`src/rcgs_pkg.sv`:
```
// Shared constants and helpers for the radial color gradient shader.
package rcgs_pkg;

	// Register indexes on the configuration port
	localparam logic [2:0] CFG_BAND_RED   = 3'd0;
	localparam logic [2:0] CFG_BAND_GREEN = 3'd1;
	localparam logic [2:0] CFG_BAND_BLUE  = 3'd2;
	localparam logic [2:0] CFG_GAIN_RED   = 3'd3;
	localparam logic [2:0] CFG_GAIN_GREEN = 3'd4;
	localparam logic [2:0] CFG_GAIN_BLUE  = 3'd5;
	localparam logic [2:0] CFG_PHASE_STEP = 3'd6;

	// Item opcodes
	localparam logic OP_SHADE = 1'b0;
	localparam logic OP_TICK  = 1'b1;

	// Band and channel limits
	localparam int NUM_BANDS_DEF = 8;
	localparam int BAND_SPAN     = 30;
	localparam int PHASE_WRAP    = 240;
	localparam logic [14:0] DIST_MAX = 15'd32767;
	localparam logic [7:0]  CHAN_MAX = 8'd255;

	// Reset values of the registers
	localparam logic [15:0] GAIN_RESET = 16'd256;
	localparam logic [7:0]  STEP_RESET = 8'd5;

	// Reciprocal of the band span: x / 30 == (x * RECIP30) >> RECIP30_SHIFT for x < 32768
	localparam logic [16:0] RECIP30       = 17'd34953;
	localparam int          RECIP30_SHIFT = 20;

	// Shift of the reciprocal used for the band count
	localparam int RECIPN_SHIFT = 16;

	// Pick byte k out of a packed band register
	function automatic logic [7:0] band_byte(input logic [63:0] bytes_v, input logic [2:0] k);
		band_byte = bytes_v[{k, 3'b000} +: 8];
	endfunction

endpackage

```
`src/radial_color_gradient_shader.sv`:
```
// Radial color gradient shader: sequencer around one shared multiplier and a root unit.
//
// Usage: a vertex item (op = 0, pos_x/pos_y/pos_z) enters on the in_valid/in_ready
// channel and yields one red/green/blue item on the out_valid/out_ready channel.
// A frame-tick item (op = 1) advances the phase by phase_step in its accept cycle
// and yields no result. Registers are written on cfg_we with cfg_index/cfg_wdata;
// the user must write them only while the block is idle; the block does not enforce it.
// Sequence: a vertex passes from accept through the squares on the shared 17x17
// multiplier, the bit-pair square root, reciprocal division for band and remainder,
// the multiplier steps of each color channel in turn, and the load of the output
// register. A frame tick leaves the sequencer idle.
// A vertex is finished before the next is taken: the single shared multiplier and
// the root recurrence serve one; in_ready is high only while the sequencer is idle.
// The output register parts the two sides: the next vertex is accepted and computed
// while a finished result still waits; if the receiver stalls longer, the sequencer
// holds its finished channels until the output register frees up.
// Reset: phase clears to 0, band registers to 0, gains to 1.0 and phase_step to 5;
// no result is pending after reset.
module radial_color_gradient_shader #(
	parameter int NUM_BANDS = rcgs_pkg::NUM_BANDS_DEF
) (
	input  logic        clk,
	input  logic        arst_n,
	input  logic        cfg_we,
	input  logic [2:0]  cfg_index,
	input  logic [63:0] cfg_wdata,
	input  logic        in_valid,
	output logic        in_ready,
	input  logic        op,
	input  logic signed [15:0] pos_x,
	input  logic signed [15:0] pos_y,
	input  logic signed [15:0] pos_z,
	output logic        out_valid,
	input  logic        out_ready,
	output logic [7:0]  red,
	output logic [7:0]  green,
	output logic [7:0]  blue
);

	localparam int RECIP_N = ((2 ** rcgs_pkg::RECIPN_SHIFT) + NUM_BANDS - 1) / NUM_BANDS;
	localparam logic [2:0] LAST_BAND = 3'(NUM_BANDS - 1);

	typedef enum logic [5:0] {
		ST_IDLE  = 6'b000001,
		ST_SQ    = 6'b000010,
		ST_ROOT  = 6'b000100,
		ST_DIV   = 6'b001000,
		ST_BLEND = 6'b010000,
		ST_WAIT  = 6'b100000
	} state_t;

	state_t state_q;
	logic [3:0]  step_q;
	logic [1:0]  chan_q;

	// Configuration registers
	logic [63:0] band_red_q, band_green_q, band_blue_q;
	logic [15:0] gain_red_q, gain_green_q, gain_blue_q;
	logic signed [7:0] phase_step_q;
	logic [7:0]  phase_q;

	// Datapath registers
	logic [15:0] ax_q, ay_q, az_q;
	logic [31:0] sum_q;
	logic [31:0] rem_q;
	logic [31:0] root_q;
	logic [31:0] bit_q;
	logic [14:0] s_q;
	logic [10:0] q_q;
	logic [4:0]  r_q;
	logic [2:0]  b_q, n_q;
	logic [12:0] acc_q;
	logic [12:0] num_q;
	logic [7:0]  chan_val_q [3];
	logic [33:0] prod_q;

	// Output register
	logic        out_valid_q;
	logic [7:0]  red_q, green_q, blue_q;

	// Combinational datapath
	logic [16:0] mul_a, mul_b;
	logic [31:0] sum_nxt;
	logic [32:0] trial;
	logic [16:0] dist_sum;
	logic [14:0] s_sat;
	logic [10:0] q_nxt;
	logic [15:0] q_times_span;
	logic [15:0] r_full;
	logic [10:0] qn_nxt;
	logic [13:0] qn_times_n;
	logic [10:0] b_full;
	logic [2:0]  b_nxt;
	logic [63:0] band_sel;
	logic [15:0] gain_sel;
	logic [7:0]  band_hi, band_lo;
	logic [7:0]  chan_sat;
	logic signed [9:0] phase_sum;
	logic signed [9:0] phase_nxt;
	logic        in_acc;
	logic        out_free;

	assign in_ready  = (state_q == ST_IDLE);
	assign in_acc    = in_valid && in_ready;
	assign out_free  = !out_valid_q || out_ready;
	assign out_valid = out_valid_q;
	assign red       = red_q;
	assign green     = green_q;
	assign blue      = blue_q;

	// Phase advance with a single wrap into 0..240
	always_comb begin
		phase_sum = $signed({2'b00, phase_q}) + 10'(phase_step_q);
		if (phase_sum > 10'sd240) begin
			phase_nxt = phase_sum - 10'(rcgs_pkg::PHASE_WRAP);
		end else if (phase_sum < 10'sd0) begin
			phase_nxt = phase_sum + 10'(rcgs_pkg::PHASE_WRAP);
		end else begin
			phase_nxt = phase_sum;
		end
	end

	// Root step and distance saturation
	assign sum_nxt  = sum_q + prod_q[31:0];
	assign trial    = {1'b0, root_q} + {1'b0, bit_q};
	assign dist_sum = {1'b0, root_q[15:0]} + {9'd0, phase_q};
	assign s_sat    = (dist_sum > {2'b00, rcgs_pkg::DIST_MAX}) ? rcgs_pkg::DIST_MAX
	                                                         : dist_sum[14:0];

	// Quotient and remainder by the band span, then band index modulo the band count
	assign q_nxt        = prod_q[30:20];
	assign q_times_span = {q_nxt, 5'b00000} - {4'd0, q_nxt, 1'b0};
	assign r_full       = {1'b0, s_q} - q_times_span;
	assign qn_nxt       = prod_q[26:16];
	assign qn_times_n   = 14'(qn_nxt * 11'(NUM_BANDS));
	assign b_full       = q_q - qn_times_n[10:0];
	assign b_nxt        = b_full[2:0];

	// Per-channel register selection
	always_comb begin
		case (chan_q)
			2'd0: begin
				band_sel = band_red_q;
				gain_sel = gain_red_q;
			end
			2'd1: begin
				band_sel = band_green_q;
				gain_sel = gain_green_q;
			end
			2'd2: begin
				band_sel = band_blue_q;
				gain_sel = gain_blue_q;
			end
			default: begin
				band_sel = '0;
				gain_sel = '0;
			end
		endcase
	end

	assign band_hi  = rcgs_pkg::band_byte(band_sel, n_q);
	assign band_lo  = rcgs_pkg::band_byte(band_sel, b_q);
	assign chan_sat = (prod_q[33:16] != 18'd0) ? rcgs_pkg::CHAN_MAX : prod_q[15:8];

	// Shared multiplier operand select
	always_comb begin
		mul_a = '0;
		mul_b = '0;
		case (state_q)
			ST_SQ: begin
				case (step_q)
					4'd0: begin
						mul_a = {1'b0, ax_q};
						mul_b = {1'b0, ax_q};
					end
					4'd1: begin
						mul_a = {1'b0, ay_q};
						mul_b = {1'b0, ay_q};
					end
					4'd2: begin
						mul_a = {1'b0, az_q};
						mul_b = {1'b0, az_q};
					end
					default: ;
				endcase
			end
			ST_DIV: begin
				case (step_q)
					4'd0: begin
						mul_a = {2'b00, s_sat};
						mul_b = rcgs_pkg::RECIP30;
					end
					4'd1: begin
						mul_a = {6'd0, q_nxt};
						mul_b = 17'(RECIP_N);
					end
					default: ;
				endcase
			end
			ST_BLEND: begin
				case (step_q)
					4'd0: begin
						mul_a = {9'd0, band_hi};
						mul_b = {12'd0, r_q};
					end
					4'd1: begin
						mul_a = {9'd0, band_lo};
						mul_b = 17'(rcgs_pkg::BAND_SPAN) - {12'd0, r_q};
					end
					4'd3: begin
						mul_a = {4'd0, num_q};
						mul_b = rcgs_pkg::RECIP30;
					end
					4'd4: begin
						mul_a = {9'd0, prod_q[27:20]};
						mul_b = {1'b0, gain_sel};
					end
					default: ;
				endcase
			end
			default: ;
		endcase
	end

	// Register the product every cycle
	always_ff @(posedge clk) begin
		prod_q <= {17'd0, mul_a} * {17'd0, mul_b};
	end

	// Write configuration registers
	always_ff @(posedge clk or negedge arst_n) begin
		if (!arst_n) begin
			band_red_q   <= '0;
			band_green_q <= '0;
			band_blue_q  <= '0;
			gain_red_q   <= rcgs_pkg::GAIN_RESET;
			gain_green_q <= rcgs_pkg::GAIN_RESET;
			gain_blue_q  <= rcgs_pkg::GAIN_RESET;
			phase_step_q <= rcgs_pkg::STEP_RESET;
		end else if (cfg_we) begin
			case (cfg_index)
				rcgs_pkg::CFG_BAND_RED:   band_red_q   <= cfg_wdata;
				rcgs_pkg::CFG_BAND_GREEN: band_green_q <= cfg_wdata;
				rcgs_pkg::CFG_BAND_BLUE:  band_blue_q  <= cfg_wdata;
				rcgs_pkg::CFG_GAIN_RED:   gain_red_q   <= cfg_wdata[15:0];
				rcgs_pkg::CFG_GAIN_GREEN: gain_green_q <= cfg_wdata[15:0];
				rcgs_pkg::CFG_GAIN_BLUE:  gain_blue_q  <= cfg_wdata[15:0];
				rcgs_pkg::CFG_PHASE_STEP: phase_step_q <= cfg_wdata[7:0];
				default: ;
			endcase
		end
	end

	// Raise the result when loaded, drop it once taken
	always_ff @(posedge clk or negedge arst_n) begin
		if (!arst_n) begin
			out_valid_q <= 1'b0;
		end else if (state_q == ST_WAIT && out_free) begin
			out_valid_q <= 1'b1;
		end else if (out_ready) begin
			out_valid_q <= 1'b0;
		end
	end

	// Sequencer and control state
	always_ff @(posedge clk or negedge arst_n) begin
		if (!arst_n) begin
			state_q     <= ST_IDLE;
			step_q      <= '0;
			chan_q      <= '0;
			phase_q     <= '0;
		end else begin
			case (state_q)
				ST_IDLE: begin
					if (in_acc) begin
						if (op == rcgs_pkg::OP_TICK) begin
							phase_q <= phase_nxt[7:0];
						end else begin
							state_q <= ST_SQ;
							step_q  <= '0;
						end
					end
				end
				ST_SQ: begin
					if (step_q == 4'd3) begin
						state_q <= ST_ROOT;
						step_q  <= '0;
					end else begin
						step_q <= step_q + 4'd1;
					end
				end
				ST_ROOT: begin
					if (step_q == 4'd15) begin
						state_q <= ST_DIV;
						step_q  <= '0;
					end else begin
						step_q <= step_q + 4'd1;
					end
				end
				ST_DIV: begin
					if (step_q == 4'd2) begin
						state_q <= ST_BLEND;
						step_q  <= '0;
						chan_q  <= '0;
					end else begin
						step_q <= step_q + 4'd1;
					end
				end
				ST_BLEND: begin
					if (step_q == 4'd5) begin
						step_q <= '0;
						if (chan_q == 2'd2) begin
							state_q <= ST_WAIT;
						end else begin
							chan_q <= chan_q + 2'd1;
						end
					end else begin
						step_q <= step_q + 4'd1;
					end
				end
				ST_WAIT: begin
					if (out_free) begin
						state_q <= ST_IDLE;
					end
				end
				default: state_q <= ST_IDLE;
			endcase
		end
	end

	// Datapath registers, advanced by the sequencer
	always_ff @(posedge clk) begin
		case (state_q)
			ST_IDLE: begin
				// latch magnitudes and clear the accumulator
				if (in_acc) begin
					ax_q  <= pos_x[15] ? (~pos_x + 16'd1) : pos_x;
					ay_q  <= pos_y[15] ? (~pos_y + 16'd1) : pos_y;
					az_q  <= pos_z[15] ? (~pos_z + 16'd1) : pos_z;
					sum_q <= '0;
				end
			end
			ST_SQ: begin
				// accumulate squares from the registered product
				if (step_q != 4'd0) begin
					sum_q <= sum_nxt;
				end
				if (step_q == 4'd3) begin
					rem_q  <= sum_nxt;
					root_q <= '0;
					bit_q  <= 32'h4000_0000;
				end
			end
			ST_ROOT: begin
				// one bit pair of the root per cycle
				if ({1'b0, rem_q} >= trial) begin
					rem_q  <= rem_q - trial[31:0];
					root_q <= (root_q >> 1) + bit_q;
				end else begin
					root_q <= root_q >> 1;
				end
				bit_q <= bit_q >> 2;
			end
			ST_DIV: begin
				case (step_q)
					4'd0: s_q <= s_sat;
					4'd1: begin
						q_q <= q_nxt;
						r_q <= r_full[4:0];
					end
					4'd2: begin
						b_q <= b_nxt;
						n_q <= (b_nxt == LAST_BAND) ? 3'd0 : b_nxt + 3'd1;
					end
					default: ;
				endcase
			end
			ST_BLEND: begin
				case (step_q)
					4'd1: acc_q <= prod_q[12:0];
					4'd2: num_q <= acc_q + prod_q[12:0];
					4'd5: chan_val_q[chan_q] <= chan_sat;
					default: ;
				endcase
			end
			ST_WAIT: begin
				// load the output register once it is free
				if (out_free) begin
					red_q   <= chan_val_q[0];
					green_q <= chan_val_q[1];
					blue_q  <= chan_val_q[2];
				end
			end
			default: ;
		endcase
	end

`ifndef SYNTHESIS
	a_phase_range: assert property (@(posedge clk) disable iff (!arst_n)
		phase_q <= 8'(rcgs_pkg::PHASE_WRAP))
		else $error("phase left its wrap range");

	a_root_bit: assert property (@(posedge clk) disable iff (!arst_n)
		(state_q == ST_ROOT) |-> $onehot(bit_q))
		else $error("root trial bit is not a single bit");

	a_band_range: assert property (@(posedge clk) disable iff (!arst_n)
		(state_q == ST_BLEND) |-> (b_q <= LAST_BAND && n_q <= LAST_BAND))
		else $error("band index beyond band count");

	a_rem_range: assert property (@(posedge clk) disable iff (!arst_n)
		(state_q == ST_BLEND) |-> (r_q < 5'(rcgs_pkg::BAND_SPAN)))
		else $error("span remainder out of range");

	a_shade_start: assert property (@(posedge clk) disable iff (!arst_n)
		(in_acc && op == rcgs_pkg::OP_SHADE) |=> (state_q == ST_SQ && step_q == 4'd0))
		else $error("vertex item did not start the sequencer");
`endif

endmodule
```
`config.mk`:
```
export PLATFORM = sky130hd
export DESIGN_NAME = radial_color_gradient_shader
export DESIGN_NICKNAME = d
export VERILOG_FILES = /design/src/rcgs_pkg.sv /design/src/radial_color_gradient_shader.sv
export SDC_FILE = /design/constraint.sdc
export NUM_CORES = 2
export LEC_CHECK = 0
export BUFFER_PORTS_ARGS = -buffer_cell sky130_fd_sc_hd__clkbuf_2
export CAP_MARGIN = 0
export CORE_MARGIN = 8
export CORE_UTILIZATION = 41
export DETAILED_ROUTE_END_ITERATION = 7
export SYNTH_ARGS = -nofsm -noshare
export SYNTH_HDL_FRONTEND = slang
export SYNTH_SLANG_ARGS = --single-unit
```
`constraint.sdc`:
```
create_clock -name clk -period 22.3 [get_ports clk]
set_clock_uncertainty 0.1 [all_clocks]
set_input_delay 1.115 -clock clk [delete_from_list [all_inputs] [get_ports clk]]
set_output_delay 1.115 -clock clk [all_outputs]
set_load 0.02 [all_outputs]
```
# Word level (Yosys, flattened, before mapping)
# Memory sizes are Yosys's and may differ from the RTL's. A register that Yosys moved wholly into a read port is not among the register bits.
# Cells that the tools add are included.
[totals]
reg_bits = 524
latch_bits = 0
ramBits = 24
romBits = 0
in_bits = 121
output_inout_bits = 26
elab_cells = 179
n_memories = 1
[memory_table]
columns = ["name", "depth", "word_bits", "rd", "rd_ports_with_merged_regs", "wr", "line", "text"]
rows = [
  ["chan_val_q", 3, 8, 3, 3, 1, "radial_color_gradient_shader.sv:74", "logic [7:0] chan_val_q [3];"],
]
[classes]
n_addsub = 19
n_mul = 1
div = 0
n_lt_le_gt_ge = 4
n_eq_ne = 32
shifts = 2
muxes = 52
bitwise = 3
reduce_logical = 35
[op_table]
columns = ["op", "count"]
rows = [
  ["case mux 32 bit (2 select lines)", 4],
  ["two-way mux 32 bit", 7],
  ["case mux 64 bit (3 select lines)", 1],
  ["case mux 16 bit (3 select lines)", 3],
  ["variable part select 64 x 7 -> 8 bit", 2],
  ["case mux 17 bit (4 select lines)", 1],
  ["two-way mux 15 bit", 4],
  ["case mux 13 bit (4 select lines)", 1],
  ["case mux 17 bit (3 select lines)", 1],
  ["adder 16 x 1 -> 16 bit (second input constant)", 3],
  ["two-way mux 6 bit", 8],
  ["NOT 16 bit", 3],
  ["case mux 6 bit (6 select lines)", 1],
  ["multiplier 17 x 17 -> 34 bit", 1],
  ["adder 32 x 32 -> 33 bit", 1],
  ["greater-or-equal comparator 32 x 33 -> 1 bit", 1],
  ["adder 31 x 32 -> 32 bit", 1],
  ["adder 32 bit", 1],
  ["case mux 16 bit (2 select lines)", 1],
  ["subtractor 32 bit", 1],
  ["case mux 15 bit (2 select lines)", 1],
  ["AND reduction 2 bit", 15],
  ["two-way mux 4 bit", 6],
  ["two-way mux 8 bit", 3],
  ["49 further kinds", 77],
]

# Longest topological paths before layout
[logic_depth]
depth_word = 6
mapped_depth = 37
mapped_depth_nobuf = 34

# Worst setup path before layout
# OpenSTA, ideal clock, no wires.
[synth_timing]
path_kind = "reg2reg"
from = "register step_q[1]"
to = "register prod_q[32]"
setup_ps = 72
arrival_time_ps = 8272
required_time_ps = 22128
setup_slack_ps = 13856
path_stages_with_launch = 33
n_path_buf = 2
period_less_slack_ps = 8444
cell_sequence = "dfrtp_1 > inv_1 > ha_1 > nor3b_4 > mux2i_2 > buf_6 > mux2i_1 > a211oi_1 > a2111oi_0 > a221o_1 > a221oi_4 > buf_6 > nor2_1 > fa_1 > inv_1 > fa_1 > fa_1 > inv_1 > fa_1 > fa_1 > inv_1 > fa_1 > inv_1 > ha_1 > a21o_1 > a21o_1 > a21o_1 > a21oi_1 > a21oi_1 > o41ai_1 > o2111ai_1 > a21oi_1 > xnor2_1"
[synth_via]
elab_chain_cells = 4
word_cells_on_any_way = 13
classes_between = "1 x mul; 4 x eq/ne; 7 x mux; 1 x reduce/logical"
[synth_lines]
columns = ["item", "line", "text"]
rows = [
  ["start, declared", "radial_color_gradient_shader.sv:53", "logic [3:0] step_q;"],
  ["start signal, assigned", "radial_color_gradient_shader.sv:289", "step_q <= step_q + 4'd1;"],
  ["start signal, assigned", "radial_color_gradient_shader.sv:297", "step_q <= step_q + 4'd1;"],
  ["start signal, assigned", "radial_color_gradient_shader.sv:306", "step_q <= step_q + 4'd1;"],
  ["equality test 4 x 3 -> 1 bit (tied with other cells)", "radial_color_gradient_shader.sv:201", "case (step_q)"],
  ["case mux 13 bit (4 select lines) (tied with other cells)", "radial_color_gradient_shader.sv:201", ""],
  ["case mux 16 bit (3 select lines) / case mux 17 bit (3 select lines) (equally long branches)", "radial_color_gradient_shader.sv:169", "case (state_q)"],
  ["multiplier 17 x 17 -> 34 bit *", "radial_color_gradient_shader.sv:227", "prod_q <= {17'd0, mul_a} * {17'd0, mul_b};"],
  ["end signal, assigned", "radial_color_gradient_shader.sv:227", ""],
  ["end, declared", "radial_color_gradient_shader.sv:75", "logic [33:0] prod_q;"],
]
# Mark *: on every way between the ends. The rest lies on a longest branch, timed or not.
# A chain may end at the register's enable or synchronous reset.

# Final worst setup path
# Ends and elaborated chain as after synthesis.

==> flow_summary.json <==
{
  "violations": "capacitance limit, slew limit",
  "synth_warnings": 0,
  "ys_types": 93,
  "synth_edf_count": 253,
  "dp_hpwl_um": 83600,
  "drt_wl_total_um": 111000,
  "place.gp.congestion": 0.910,
  "drtIter0Drc": 2343,
  "worstSetupStartpointType": "register",
  "grt_start_max_net_pins": 130,
  "io_pins": 147,
  "numCtsBuffers": 60,
  "num_vias": 28653,
  "grt_pass1_wl_um": 171000,
  "fin_tns_setup_ps": 0,
  "drive_gt1_share_pct": 16.2,
  "critPathArrivalTime_ps": 10890,
  "clockBufferDepth": 3,
  "wl_per_cell_um": 21.8,
  "path_class": "register to register",
  "n_fill_cell": 8729,
  "grt_pass1_vias": 28734,
  "syn_inst": 3678,
  "cp_slowest_cell": "a2111oi_0",
  "cts_tree": "built",
  "rsz0062_at_grt": "false",
  "ctsHoldBuffers": 0,
  "hold-path-cell-count": 0,
  "slew_violations": 2,
  "gr-total-overflow": 0,
  "port_buffers": 146,
  "die_area_mm2": 0.105,
  "cp_max_fo": 44,
  "core-area_mm2": 0.0946,
  "fmax_mhz": 95.9,
  "area_growth_pct": 11.1,
  "netlist.top_cell.by_area": "edfxtp_1",
  "drcViolationCount": 0,
  "finalHoldViolations": 0,
  "cp_common_cell": "fa_1",
  "grt.total_usage_pct": 20.5,
  "antenna_found_initial": 4,
  "totalPowerFinal_w": 0.00427,
  "highest_layer": "met5",
  "viasPerCell": 5.62,
  "hold_slack_ps": 300,
  "synth.avg_cell_area_um2": 10.6,
  "required_ps": 22760,
  "drv_cap": 1,
  "clock_latency_ps": 650,
  "h-tree-depth": 2,
  "status": "finished, violations left",
  "area.sequential_mm2": 0.0150,
  "leakage_nw": 18.6,
  "start_util_pct": 41.2,
  "fin_nets": 4372,
  "crit_path_end_kind": "register",
  "cts-root-buf": "clkbuf_16",
  "yosysSeqAreaShare_pct": 38.5,
  "fp.dieH_um": 324,
  "post_cts_resized": 0,
  "slew_headroom_pct": -6.15,
  "synthTopCellsByArea": "edfxtp_1 19%, dfrtp_1 17%, fa_1 11%",
  "synth_top_area_share_pct": 19.5,
  "cts.sinks": 556,
  "fin_crit_sh_pct": 46.8,
  "vdd_drop_max_mv": 0.0682,
  "slowest_delay_ps": 1310,
  "die_w_um": 324,
  "synth-main-ff-cell": "dfrtp_1",
  "r2r_cells": 33,
  "synth.cell_area_mm2": 0.0390,
  "postCtsSetupBuffers": 0,
  "setup_violations": 0,
  "met1Wirelength_um": 47800,
  "multi_input_area_mm2": 0.0222,
  "cts.reportedPaths.clkPinSlew_ps": 60,
  "tightest_slew_ps": 1550,
  "dr_wl_met2_um": 50500,
  "rows": 113,
  "async_flop_share_pct": 48.4,
  "wl_met3_um": 8810,
  "synth-seq-cells": 556,
  "power.density_mw_per_mm2": 98.5,
  "dr.pass1.iters": 7,
  "fin_crit_ps": 10430,
  "ant_nets": 0,
  "hp-class": "register to register"
}
flip-flops by register name (all words and copies together), names as in the netlist, 24 cells and up:
name          count
band_blue_q      64
band_green_q     64
band_red_q       64
prod_q           34
rem_q            32
root_q           32
sum_q            32
chan_val_q       24
worst paths after layout:
kind	start	end	slack, ps
min in group asynchronous	arst_n	band_blue_q[40]$_DFFE_PN0P_	460
worst min register to register	chan_val_q[0][5]$_DFFE_PP_	red[5]$_DFFE_PP_	300
worst max register to register	step_q[1]$_DFFE_PN0P_	prod_q[32]$_DFF_P_	11870
worst min-delay path	chan_val_q[0][5]$_DFFE_PP_	red[5]$_DFFE_PP_	300
worst max-delay path	step_q[1]$_DFFE_PN0P_	prod_q[32]$_DFF_P_	11870
max in group asynchronous	arst_n	gain_red_q[9]$_DFFE_PN0P_	20090
cells by family (layout without fill, tap and decap cells):
| family | Yosys count | count (layout) | synth area share [%] |
|---|---|---|---|
| AOI/OAI and AO/OA | 841 | 841 | 14.7 |
| xor gates and xnor gates | 198 | 198 | 4.45 |
| adders and majority gates | 469 | 469 | 19.2 |
| buffers and inverters | 490 | 644 | 5.03 |
| DFF | 556 | 556 | 38.5 |
| muxes | 281 | 281 | 8.04 |
| other | 2 | 6 | 0.0193 |
| and+or+nand+nor | 841 | 841 | 10.1 |
routing by layer:
| metal | global-route usage, % | vias up |
|---|---|---|
| met2 | 32.7 | 938 |
| met5 | 0 | - |
| met3 | 5.15 | 199 |
| met4 | 7.09 | 2 |
| met1 | 27.2 | 14182 |
| li1 | - | 13332 |
final cells by class:
class	count	area share [%]
inverters	336	2.91
clock buffers	73	3.83
diodes	2	0.0115
multi-input cells	2634	51.1
well taps	1265	3.65
flip-flops and latches	556	34.6
repair buffers	194	2.54
clock inverters	41	1.29
synthesized netlist by cell type (all sizes together) (100+ instances only):
| master | number |
|---|---|
| nor2 | 232 |
| o21ai | 189 |
| ha | 254 |
| nand2 | 301 |
| fa | 215 |
| dfrtp | 263 |
| a21oi | 196 |
| clkbuf | 100 |
| mux2 | 254 |
| edfxtp | 253 |
| xnor2 | 125 |
| inv | 335 |
metrics by stage:
stage / worst slack [ps] / util, % / instance area, µm² / instances
6_report: 11870 / 45.8 / 43300 / 5101
4_1_cts: 12100 / 45.8 / 43300 / 5099
3_3_place_gp: 12220 / 43.5 / 41100 / 4985
2_1_floorplan: 13860 / - / 39000 / 3680
3_5_place_dp: 12120 / 43.5 / 41100 / 4985
5_1_grt: 11360 / 45.8 / 43300 / 5099
power breakdown:
| part | internal (W) | switching, W |
|---|---|---|
| sequential | 0.00133 | 0.000144 |
| combinational | 0.000607 | 0.00109 |
| clock | 0.000661 | 0.000442 |
| total | 0.00259 | 0.00167 |
worst max-delay path, delay by kind of cell (launching register included):
family                     cells  cell delay [ps]
xor gates and xnor gates       1              130
adders and majority gates      8             3480
and+or+nand+nor                3              530
muxes                          1              290
DFF                            1              410
AOI/OAI and AO/OA             13             4160
buffers and inverters          7             1240
cells in the final DEF, fill, tap and decap left out, types with 26 or more instances in the layout:
| cell | count |
|---|---|
| nor2_1 | 231 |
| mux2i_1 | 26 |
| a31oi_1 | 35 |
| buf_4 | 48 |
| ha_1 | 251 |
| mux2_2 | 254 |
| o21ai_0 | 180 |
| and2_1 | 56 |
| nor2b_1 | 39 |
| xor2_1 | 73 |
| nand3_1 | 37 |
| a21o_1 | 63 |
| clkbuf_16 | 61 |
| dfrtp_1 | 263 |
| dfxtp_1 | 34 |
| nor3_1 | 28 |
| xnor2_1 | 125 |
| inv_1 | 334 |
| clkbuf_2 | 145 |
| nand2_1 | 301 |
| or3_1 | 28 |
| nand2b_1 | 32 |
| a222oi_1 | 85 |
| edfxtp_1 | 253 |
| fa_1 | 215 |
| a21oi_1 | 193 |
| a211oi_1 | 48 |
Note: power is estimated with default switching activity, not from simulation.
